[src/cmfd_pkg.sv]
package cmfd_pkg;

  localparam int CMFD_MAX_WINDOW = 127;
  localparam int CMFD_MAX_ROWS   = 1024;

  localparam int SAMPLE_W = 16;
  localparam int CFG_W    = 7;
  localparam int OROW_W   = 10;
  localparam int BIT_W    = 4;

  localparam logic [SAMPLE_W-1:0] PAD_VALUE = 16'hFFFF;

  // register byte addresses
  localparam logic [2:0] ADDR_WINDOW_SIZE = 3'd0;
  localparam logic [2:0] ADDR_ROW_STEP    = 3'd4;

  localparam logic [CFG_W-1:0] WINDOW_SIZE_RST = 7'd9;
  localparam logic [CFG_W-1:0] ROW_STEP_RST    = 7'd1;

  typedef enum logic [6:0] {
    ST_IDLE   = 7'b0000001,
    ST_CHECK  = 7'b0000010,
    ST_DIV    = 7'b0000100,
    ST_ISSUE  = 7'b0001000,
    ST_DRAIN  = 7'b0010000,
    ST_DECIDE = 7'b0100000,
    ST_OUT    = 7'b1000000
  } state_t;

  typedef struct packed {
    logic accept;     // take the input sample
    logic clear;      // close the column
    logic div_init;   // load divider with the owed row
    logic div_step;
    logic sel_init;   // start the bitwise rank search
    logic issue;      // read one window element
    logic decide;     // finish one bit of the search
    logic advance;    // result transferred, move to next owed row
  } dp_cmd_t;

  typedef struct packed {
    logic due;
    logic col_end;
    logic div_last;
    logic elem_last;
    logic bit_last;
  } dp_stat_t;

endpackage

[src/cmfd_ram.sv]
module cmfd_ram #(
  parameter int WIDTH = 16,
  parameter int DEPTH = 128
) (
  input  logic                     clk,
  input  logic                     we,
  input  logic [$clog2(DEPTH)-1:0] waddr,
  input  logic [WIDTH-1:0]         wdata,
  input  logic [$clog2(DEPTH)-1:0] raddr,
  output logic [WIDTH-1:0]         rdata
);

  logic [WIDTH-1:0] mem [DEPTH];

  always_ff @(posedge clk) begin
    if (we) begin
      mem[waddr] <= wdata;
    end
    rdata <= mem[raddr];
  end

endmodule

[src/cmfd_ctrl.sv]
module cmfd_ctrl
  import cmfd_pkg::*;
(
  input  logic     clk,
  input  logic     rst_n,
  input  logic     in_valid,
  output logic     in_stall,
  output logic     out_valid,
  input  logic     out_stall,
  input  dp_stat_t stat,
  output dp_cmd_t  cmd
);

  state_t state_r, state_nxt;

  always_comb begin
    state_nxt = state_r;
    cmd       = '0;
    case (state_r)
      ST_IDLE: begin
        if (in_valid) begin
          cmd.accept = 1'b1;
          state_nxt  = ST_CHECK;
        end
      end
      ST_CHECK: begin
        if (stat.due) begin
          cmd.div_init = 1'b1;
          state_nxt    = ST_DIV;
        end else begin
          cmd.clear = stat.col_end;
          state_nxt = ST_IDLE;
        end
      end
      ST_DIV: begin
        cmd.div_step = 1'b1;
        if (stat.div_last) begin
          cmd.sel_init = 1'b1;
          state_nxt    = ST_ISSUE;
        end
      end
      ST_ISSUE: begin
        cmd.issue = 1'b1;
        if (stat.elem_last) begin
          state_nxt = ST_DRAIN;
        end
      end
      ST_DRAIN: begin
        state_nxt = ST_DECIDE;
      end
      ST_DECIDE: begin
        cmd.decide = 1'b1;
        state_nxt  = stat.bit_last ? ST_OUT : ST_ISSUE;
      end
      ST_OUT: begin
        if (!out_stall) begin
          cmd.advance = 1'b1;
          state_nxt   = ST_CHECK;
        end
      end
      default: state_nxt = ST_IDLE;
    endcase
  end

  always_ff @(posedge clk) begin
    if (!rst_n) begin
      state_r <= ST_IDLE;
    end else begin
      state_r <= state_nxt;
    end
  end

  assign in_stall  = (state_r != ST_IDLE);
  assign out_valid = (state_r == ST_OUT);

endmodule

[src/cmfd_dp.sv]
module cmfd_dp
  import cmfd_pkg::*;
#(
  parameter int MAX_WINDOW = CMFD_MAX_WINDOW,
  parameter int MAX_ROWS   = CMFD_MAX_ROWS
) (
  input  logic                clk,
  input  logic                rst_n,
  input  dp_cmd_t             cmd,
  output dp_stat_t            stat,
  input  logic [CFG_W-1:0]    window_size,
  input  logic [CFG_W-1:0]    row_step,
  input  logic [SAMPLE_W-1:0] depth_sample,
  input  logic                column_end,
  output logic [SAMPLE_W-1:0] median_value,
  output logic [OROW_W-1:0]   output_row,
  output logic                column_done
);

  localparam int RW    = $clog2(MAX_ROWS + 1);
  localparam int EW    = RW + 8;
  localparam int DEPTH = 1 << $clog2(MAX_WINDOW);
  localparam int AW    = $clog2(DEPTH);

  localparam logic [RW-1:0]    MAX_ROWS_R = RW'(MAX_ROWS);
  localparam logic [RW-1:0]    LAST_ROW_R = RW'(MAX_ROWS - 1);
  localparam logic [CFG_W-1:0] MAXW_C     = CFG_W'(MAX_WINDOW);

  logic [RW-1:0] row_cnt_r, last_r, next_r;
  logic          end_r;

  logic [CFG_W-1:0] w_eff, s_eff, half, lead;

  always_comb begin
    w_eff = window_size;
    if (w_eff == '0) w_eff = CFG_W'(1);
    if (w_eff > MAXW_C) w_eff = MAXW_C;
    s_eff = (row_step == '0) ? CFG_W'(1) : row_step;
    half  = w_eff >> 1;
    lead  = end_r ? '0 : (w_eff - CFG_W'(1) - half);
  end

  logic [EW-1:0] next_adv;
  logic [RW-1:0] next_sat;
  logic          due;

  assign due      = (EW'(next_r) + EW'(lead)) <= EW'(last_r);
  assign next_adv = EW'(next_r) + EW'(s_eff);
  assign next_sat = (next_adv > EW'(MAX_ROWS_R)) ? MAX_ROWS_R : next_adv[RW-1:0];

  // sample intake
  logic we;
  assign we = cmd.accept && (row_cnt_r < MAX_ROWS_R);

  always_ff @(posedge clk) begin
    if (!rst_n) begin
      row_cnt_r <= '0;
      next_r    <= '0;
      last_r    <= '0;
      end_r     <= 1'b0;
    end else begin
      if (cmd.accept) begin
        end_r <= column_end;
        if (we) begin
          last_r    <= row_cnt_r;
          row_cnt_r <= row_cnt_r + RW'(1);
        end else begin
          last_r <= LAST_ROW_R;
        end
      end
      if (cmd.advance) begin
        next_r <= next_sat;
      end
      if (cmd.clear) begin
        row_cnt_r <= '0;
        next_r    <= '0;
      end
    end
  end

  // restoring divider: output row = next_r / s_eff
  logic [CFG_W-1:0] rem_r, rem_nxt;
  logic [RW-1:0]    dq_r;
  logic [BIT_W+1:0] dc_r;
  logic [CFG_W:0]   rem_sh;
  logic             ge;

  assign rem_sh  = {rem_r, dq_r[RW-1]};
  assign ge      = rem_sh >= {1'b0, s_eff};
  assign rem_nxt = ge ? CFG_W'(rem_sh - {1'b0, s_eff}) : rem_sh[CFG_W-1:0];

  always_ff @(posedge clk) begin
    if (cmd.div_init) begin
      rem_r <= '0;
      dq_r  <= next_r;
      dc_r  <= '0;
    end else if (cmd.div_step) begin
      rem_r <= rem_nxt;
      dq_r  <= {dq_r[RW-2:0], ge};
      dc_r  <= dc_r + (BIT_W+2)'(1);
    end
  end

  // bitwise rank search: keep the largest t with count(v < t) <= half
  logic [SAMPLE_W-1:0] ans_r, t;
  logic [BIT_W-1:0]    b_r;
  logic [CFG_W-1:0]    e_r, cnt_r;
  logic                cmp_d_r, pad_d_r;
  logic [SAMPLE_W-1:0] rdata, val;

  logic signed [EW-1:0] row, row_back;
  logic                 row_ok;

  assign t        = ans_r | (SAMPLE_W'(1) << b_r);
  assign row      = $signed(EW'(next_r)) - $signed(EW'(half)) + $signed(EW'(e_r));
  assign row_back = $signed(EW'(last_r)) - row;
  assign row_ok   = (row >= 0) && (row_back >= 0) &&
                    (row_back < $signed(EW'(MAX_WINDOW)));
  assign val      = pad_d_r ? PAD_VALUE : rdata;

  always_ff @(posedge clk) begin
    if (!rst_n) begin
      cmp_d_r <= 1'b0;
    end else begin
      cmp_d_r <= cmd.issue;
    end
  end

  always_ff @(posedge clk) begin
    pad_d_r <= !row_ok;
    if (cmd.sel_init) begin
      ans_r <= '0;
      b_r   <= BIT_W'(SAMPLE_W - 1);
      e_r   <= '0;
      cnt_r <= '0;
    end else begin
      if (cmd.issue) begin
        e_r <= e_r + CFG_W'(1);
      end
      if (cmp_d_r && (val < t)) begin
        cnt_r <= cnt_r + CFG_W'(1);
      end
      if (cmd.decide) begin
        if (cnt_r <= half) begin
          ans_r <= t;
        end
        cnt_r <= '0;
        e_r   <= '0;
        b_r   <= b_r - BIT_W'(1);
      end
    end
  end

  cmfd_ram #(
    .WIDTH (SAMPLE_W),
    .DEPTH (DEPTH)
  ) u_window (
    .clk   (clk),
    .we    (we),
    .waddr (row_cnt_r[AW-1:0]),
    .wdata (depth_sample),
    .raddr (row[AW-1:0]),
    .rdata (rdata)
  );

  assign stat.due       = due;
  assign stat.col_end   = end_r;
  assign stat.div_last  = (dc_r == (BIT_W+2)'(RW - 1));
  assign stat.elem_last = (e_r == w_eff - CFG_W'(1));
  assign stat.bit_last  = (b_r == '0);

  assign median_value = ans_r;
  assign output_row   = OROW_W'(dq_r);
  assign column_done  = end_r && (next_sat > last_r);

endmodule

[src/column_median_filter_decimating.sv]
// Sequence: a sample is taken in the idle state, then per owed result: a check,
//   RW = clog2(MAX_ROWS+1) divider steps, 16 rank-search passes over the window
//   RAM and a transfer to the output.
// A new sample is held off until the last one has been checked and its results
//   computed and transferred (one element read per cycle).
// Reset: synchronous active low; registers go to W=9, S=1, empty column.
//   No clearing pass: unread window entries are masked by row bounds.
module column_median_filter_decimating
  import cmfd_pkg::*;
#(
  parameter int MAX_WINDOW = CMFD_MAX_WINDOW,
  parameter int MAX_ROWS   = CMFD_MAX_ROWS
) (
  input  logic                clk,
  input  logic                rst_n,
  input  logic                in_valid,
  output logic                in_stall,
  input  logic [SAMPLE_W-1:0] in_depth_sample,
  input  logic                in_column_end,
  output logic                out_valid,
  input  logic                out_stall,
  output logic [SAMPLE_W-1:0] out_median_value,
  output logic [OROW_W-1:0]   out_output_row,
  output logic                out_column_done,
  input  logic                cfg_psel,
  input  logic                cfg_penable,
  input  logic                cfg_pwrite,
  input  logic [2:0]          cfg_paddr,
  input  logic [31:0]         cfg_pwdata,
  output logic [31:0]         cfg_prdata,
  output logic                cfg_pready
);

  logic [CFG_W-1:0] window_size_r, row_step_r;
  logic             wr;

  assign cfg_pready = 1'b1;
  assign wr = cfg_psel && cfg_penable && cfg_pwrite;

  always_ff @(posedge clk) begin
    if (!rst_n) begin
      window_size_r <= WINDOW_SIZE_RST;
      row_step_r    <= ROW_STEP_RST;
    end else if (wr) begin
      if (cfg_paddr == ADDR_WINDOW_SIZE) window_size_r <= cfg_pwdata[CFG_W-1:0];
      if (cfg_paddr == ADDR_ROW_STEP)    row_step_r    <= cfg_pwdata[CFG_W-1:0];
    end
  end

  always_comb begin
    case (cfg_paddr)
      ADDR_WINDOW_SIZE: cfg_prdata = 32'(window_size_r);
      ADDR_ROW_STEP:    cfg_prdata = 32'(row_step_r);
      default:          cfg_prdata = '0;
    endcase
  end

  dp_cmd_t  cmd;
  dp_stat_t stat;

  cmfd_ctrl u_ctrl (
    .clk       (clk),
    .rst_n     (rst_n),
    .in_valid  (in_valid),
    .in_stall  (in_stall),
    .out_valid (out_valid),
    .out_stall (out_stall),
    .stat      (stat),
    .cmd       (cmd)
  );

  cmfd_dp #(
    .MAX_WINDOW (MAX_WINDOW),
    .MAX_ROWS   (MAX_ROWS)
  ) u_dp (
    .clk          (clk),
    .rst_n        (rst_n),
    .cmd          (cmd),
    .stat         (stat),
    .window_size  (window_size_r),
    .row_step     (row_step_r),
    .depth_sample (in_depth_sample),
    .column_end   (in_column_end),
    .median_value (out_median_value),
    .output_row   (out_output_row),
    .column_done  (out_column_done)
  );

endmodule

[config.mk]
export PLATFORM = sky130hd
export DESIGN_NAME = column_median_filter_decimating
export DESIGN_NICKNAME = d
export VERILOG_FILES = /design/src/cmfd_pkg.sv /design/src/cmfd_ram.sv /design/src/cmfd_ctrl.sv /design/src/cmfd_dp.sv /design/src/column_median_filter_decimating.sv
export SDC_FILE = /design/constraint.sdc
export NUM_CORES = 2
export LEC_CHECK = 0
export BUFFER_PORTS_ARGS = -buffer_cell sky130_fd_sc_hd__buf_2
export CORE_MARGIN = 3
export CORE_UTILIZATION = 30
export DETAILED_ROUTE_END_ITERATION = 7
export PLACE_DENSITY = 0.56
export SYNTH_ARGS = -nofsm -noshare
export SYNTH_HDL_FRONTEND = slang
export SYNTH_SLANG_ARGS = --single-unit
[constraint.sdc]
create_clock -name clk -period 16.38 [get_ports clk]
set_input_delay 3.276 -clock clk [delete_from_list [all_inputs] [get_ports clk]]
set_output_delay 3.276 -clock clk [all_outputs]
set_load 0.005 [all_outputs]
==> results.cfg <==
[timing]
slew_headroom_pct = 21.1
fin_skew_ps = 41.2
rsz0062_at_grt = false
worst_pin_slew_ps = 1180
slew_viol_final = 0
period_share_pct = 56.5
finalSetupTns_ps = 0
hold_viol = 0
setup_viol = 0
fmax_ghz = 0.108
fin_crit_ps = 9250

[pwr]
clockPowerShare_pct = 41.3
p_per_area_nw_per_um2 = 115
internal_power_mw = 9.04
power_frac_seq_pct = 53.3
p_leak_nw = 30.7
pwr-share-comb_pct = 5.4
power.switching_mw = 2.51
ir_drop_mv = 0.120
swShare_pct = 21.8

[cts]
post_cts_resized = 0
h-tree-depth = 4
cts_tree = yes
clkSlewWorstSetupHoldPaths_ps = 60
clock_latency_ps = 860
hold_buffers = 0
cts_setup_buffers = 0
cts_buffers = 212
cts_root_buf = clkbuf_16
clockBufferDepth = 3
numClockSinks = 2179

[placed_design]
placed_area_sq_um = 93300
io_buffers = 69
dp_hpwl_um = 127000
gp_congestion = 0.839

[die]
die_area_sq_um = 299000
ios = 121
core-area_sq_um = 289000
rows = 197
start_util_pct = 30.3
die_w_um = 547
die_h_um = 547

[synth]
synth-simple-area-share_pct = 3.78
synth_common_cells = edfxtp_1, mux4_2, nor2_1
synth_top_cell_by_area = edfxtp_1
synth_compound_area_share_pct = 1.76
synthMuxAreaShare_pct = 17.0
synth_enable_flop_cells = 2059
synth_xor_area_share_pct = 0.871
avgSynthCellArea_sq_um = 20.2
netlist_area_sq_um = 87700
yosys_warnings = 0
ys_types = 84
synth_top_family_by_area = multiplexers
ys_ff_latch = 2179
ys.flop_type = edfxtp_1
syn_inst = 4348
synthAdderAreaFrac_pct = 1.67
synthArstFlopShare_pct = 0
synth.most_common_cell = edfxtp_1
ys_seq_area_share_pct = 73.3
yosys.area.top_type_share_pct = 70.5
synthTopCellsByArea = edfxtp_1, mux4_2, dfxtp_1, ha_1, nor2_1

[worst_setup_path]
worstSetupStartpointType = flip-flop
critPathBufInv = 2
slowest_delay_ps = 530
arrival_ps = 5980
end_kind = primary output
cp-startpoint = row_step_r[6]$_SDFFE_PN0P_
critPathSlowestCell = or4_1
critPathRequiredTime_ps = 13100
endpoint = out_column_done
r2r-end = u_dp.dq_r[3]$_DFFE_PP_
crit_type = reg2out
r2r_start = window_size_r[2]$_SDFFE_PN0P_
reg2reg_slack_ps = 9100
cp.depth = 25
worstPathMaxFanout = 5
cp_top_family = simple AND/OR/NAND/NOR gates
crit_top_cell = a21oi_1
rr_worst_depth = 25

[global_routing]
grt_usage_pct = 14.4
grt_first_pass_wirelength_um = 318000
grt_overflow = 0
grt_antenna_before_repair = 4
grt_max_degree = 115
grt_pass1_vias = 44000

[layout]
layout-drive-gt1-share_pct = 26.3
fill_cells = 27100
nNetsFinal = 4754
post-route-cell-area_sq_um = 100000
area_growth_pct = 14.2

[drt]
drt_iter0_drc = 4661
viasPerCell = 4.94
drc = 0
vias = 42700
dr.pass1.iters = 7
postRouteAntennaNets = 0
drt_wl_total_um = 219000
post_drt_wl_per_cell_um = 25.3

[min_path]
hold_path_class = reg2reg
holdPathStages = 2

[outcome]
status = finished clean

[flow_run]
max_cap_violations = 0
[worst register-to-register path, stage by stage (launching register included)]
cell and delay [ps]:
dfxtp_1 420, nor4_1 460, a21o_1 250, inv_1 80
ha_1 230, xor2_1 250, ha_1 310, a21o_1 160
a21o_1 190, a21o_1 180, a21oi_1 160, xor2_1 190
nor2_1 80, ha_1 370, nand2_1 70, o21ai_0 470
nand2_1 160, xnor2_1 160, ha_1 320, a21o_1 160
a21oi_1 190, nand3b_1 100, a31oi_1 190, o21ai_0 250
nor2b_2 970, nand2b_1 550
[layout by cell type, fill, tap and decap left out, types with 19 or more instances in the layout]
master and instances:
a211oi_1 19, a21o_1 25, a21oi_1 71, buf_2 53
buf_4 192, clkbuf_1 43, clkbuf_16 213, clkinv_1 53
clkinv_2 31, conb_1 26, dfxtp_1 120, edfxtp_1 2059
ha_1 102, inv_1 61, mux2i_1 27, mux4_2 643
nand2_1 211, nand3_1 86, nor2_1 251, nor2b_1 26
nor3_1 41, o21ai_0 56, or2_2 20, xnor2_1 44
xor2_1 33
[worst min path at each step]
| stage | startpoint | end |
|---|---|---|
| detailed placement | u_dp.rem_r[6]$_SDFFE_PP0P_ | u_dp.rem_r[6]$_SDFFE_PP0P_ |
| CTS | u_dp.rem_r[6]$_SDFFE_PP0P_ | u_dp.rem_r[6]$_SDFFE_PP0P_ |
| global route | u_dp.rem_r[6]$_SDFFE_PP0P_ | u_dp.rem_r[6]$_SDFFE_PP0P_ |
| finish | u_dp.rem_r[6]$_SDFFE_PP0P_ | u_dp.rem_r[6]$_SDFFE_PP0P_ |
| global placement | u_dp.rem_r[6]$_SDFFE_PP0P_ | u_dp.rem_r[6]$_SDFFE_PP0P_ |
| floorplan | u_dp.rem_r[6]$_SDFFE_PP0P_ | u_dp.rem_r[6]$_SDFFE_PP0P_ |
[per-stage QoR]
| stage | hold WS [ps] | utilization [%] | cells | power (mW) | setup WS [ps] |
|---|---|---|---|---|---|
| after floorplan | 432 | - | 4372 | 6.66 | 8940 |
| after global placement | 446 | 32.2 | 8251 | 6.89 | 7970 |
| after detailed placement | 452 | 32.2 | 8251 | 6.91 | 8100 |
| after CTS | 460 | 34.6 | 8637 | 11.7 | 7120 |
| after global routing | 476 | 34.6 | 8638 | 11.9 | 6660 |
| final | 456 | 34.6 | 8640 | 11.6 | 7130 |
[kinds of logic (layout without fill, tap and decap cells)]
group / after synthesis / after routing
compound gates: 240 / 240
xor+xnor: 83 / 83
fa+ha+maj: 113 / 113
buf+inv: 315 / 700
flops: 2179 / 2179
mux: 683 / 683
other cells: 2 / 29
simple gates: 733 / 733
[metal layers]
layer	global-route usage, %	up-vias	wire, um
li1	-	18200	-
met2	23.6	1346	106000
met3	2.63	264	14000
met5	0	-	0
met1	19.8	22900	93500
met4	3.82	0	5320
[flip-flops by register name, indices dropped and copies added, names as in the netlist]
register             count
window_size_r            7
u_dp.next_r             11
u_dp.pad_d_r             1
u_dp.e_r                 7
u_dp.u_window.mem     2048
u_dp.last_r             11
u_dp.dc_r                6
u_dp.rem_r               7
row_step_r               7
u_dp.cnt_r               7
u_dp.cmp_d_r             1
u_ctrl.state_r           7
u_dp.end_r               1
u_dp.median_value       16
u_dp.u_window.rdata     16
u_dp.b_r                 4
u_dp.dq_r               11
u_dp.row_cnt_r          11
[cell type report]
class / instances / area (sq um) / area share [%]
inverter: 64 / 250 / 0.250
sequential: 2179 / 64200 / 64.2
multi-input combinational: 1878 / 22200 / 22.2
clock inverter: 123 / 1200 / 1.20
clock buffer: 263 / 5590 / 5.58
timing repair buffer: 250 / 1810 / 1.80
antenna: 3 / 7.51 / 0.00750
tap: 3880 / 4850 / 4.85
[power by group through the flow]
stage | clock network (mW) | logic, mW | registers (mW)
floorplan | 0 | 0.398 | 6.27
detailed placement | 0 | 0.632 | 6.28
global placement | 0 | 0.618 | 6.27
finish | 4.77 | 0.626 | 6.16
CTS | 4.88 | 0.635 | 6.16
global route | 5.10 | 0.689 | 6.16
Power figures use the tool's default switching activity.
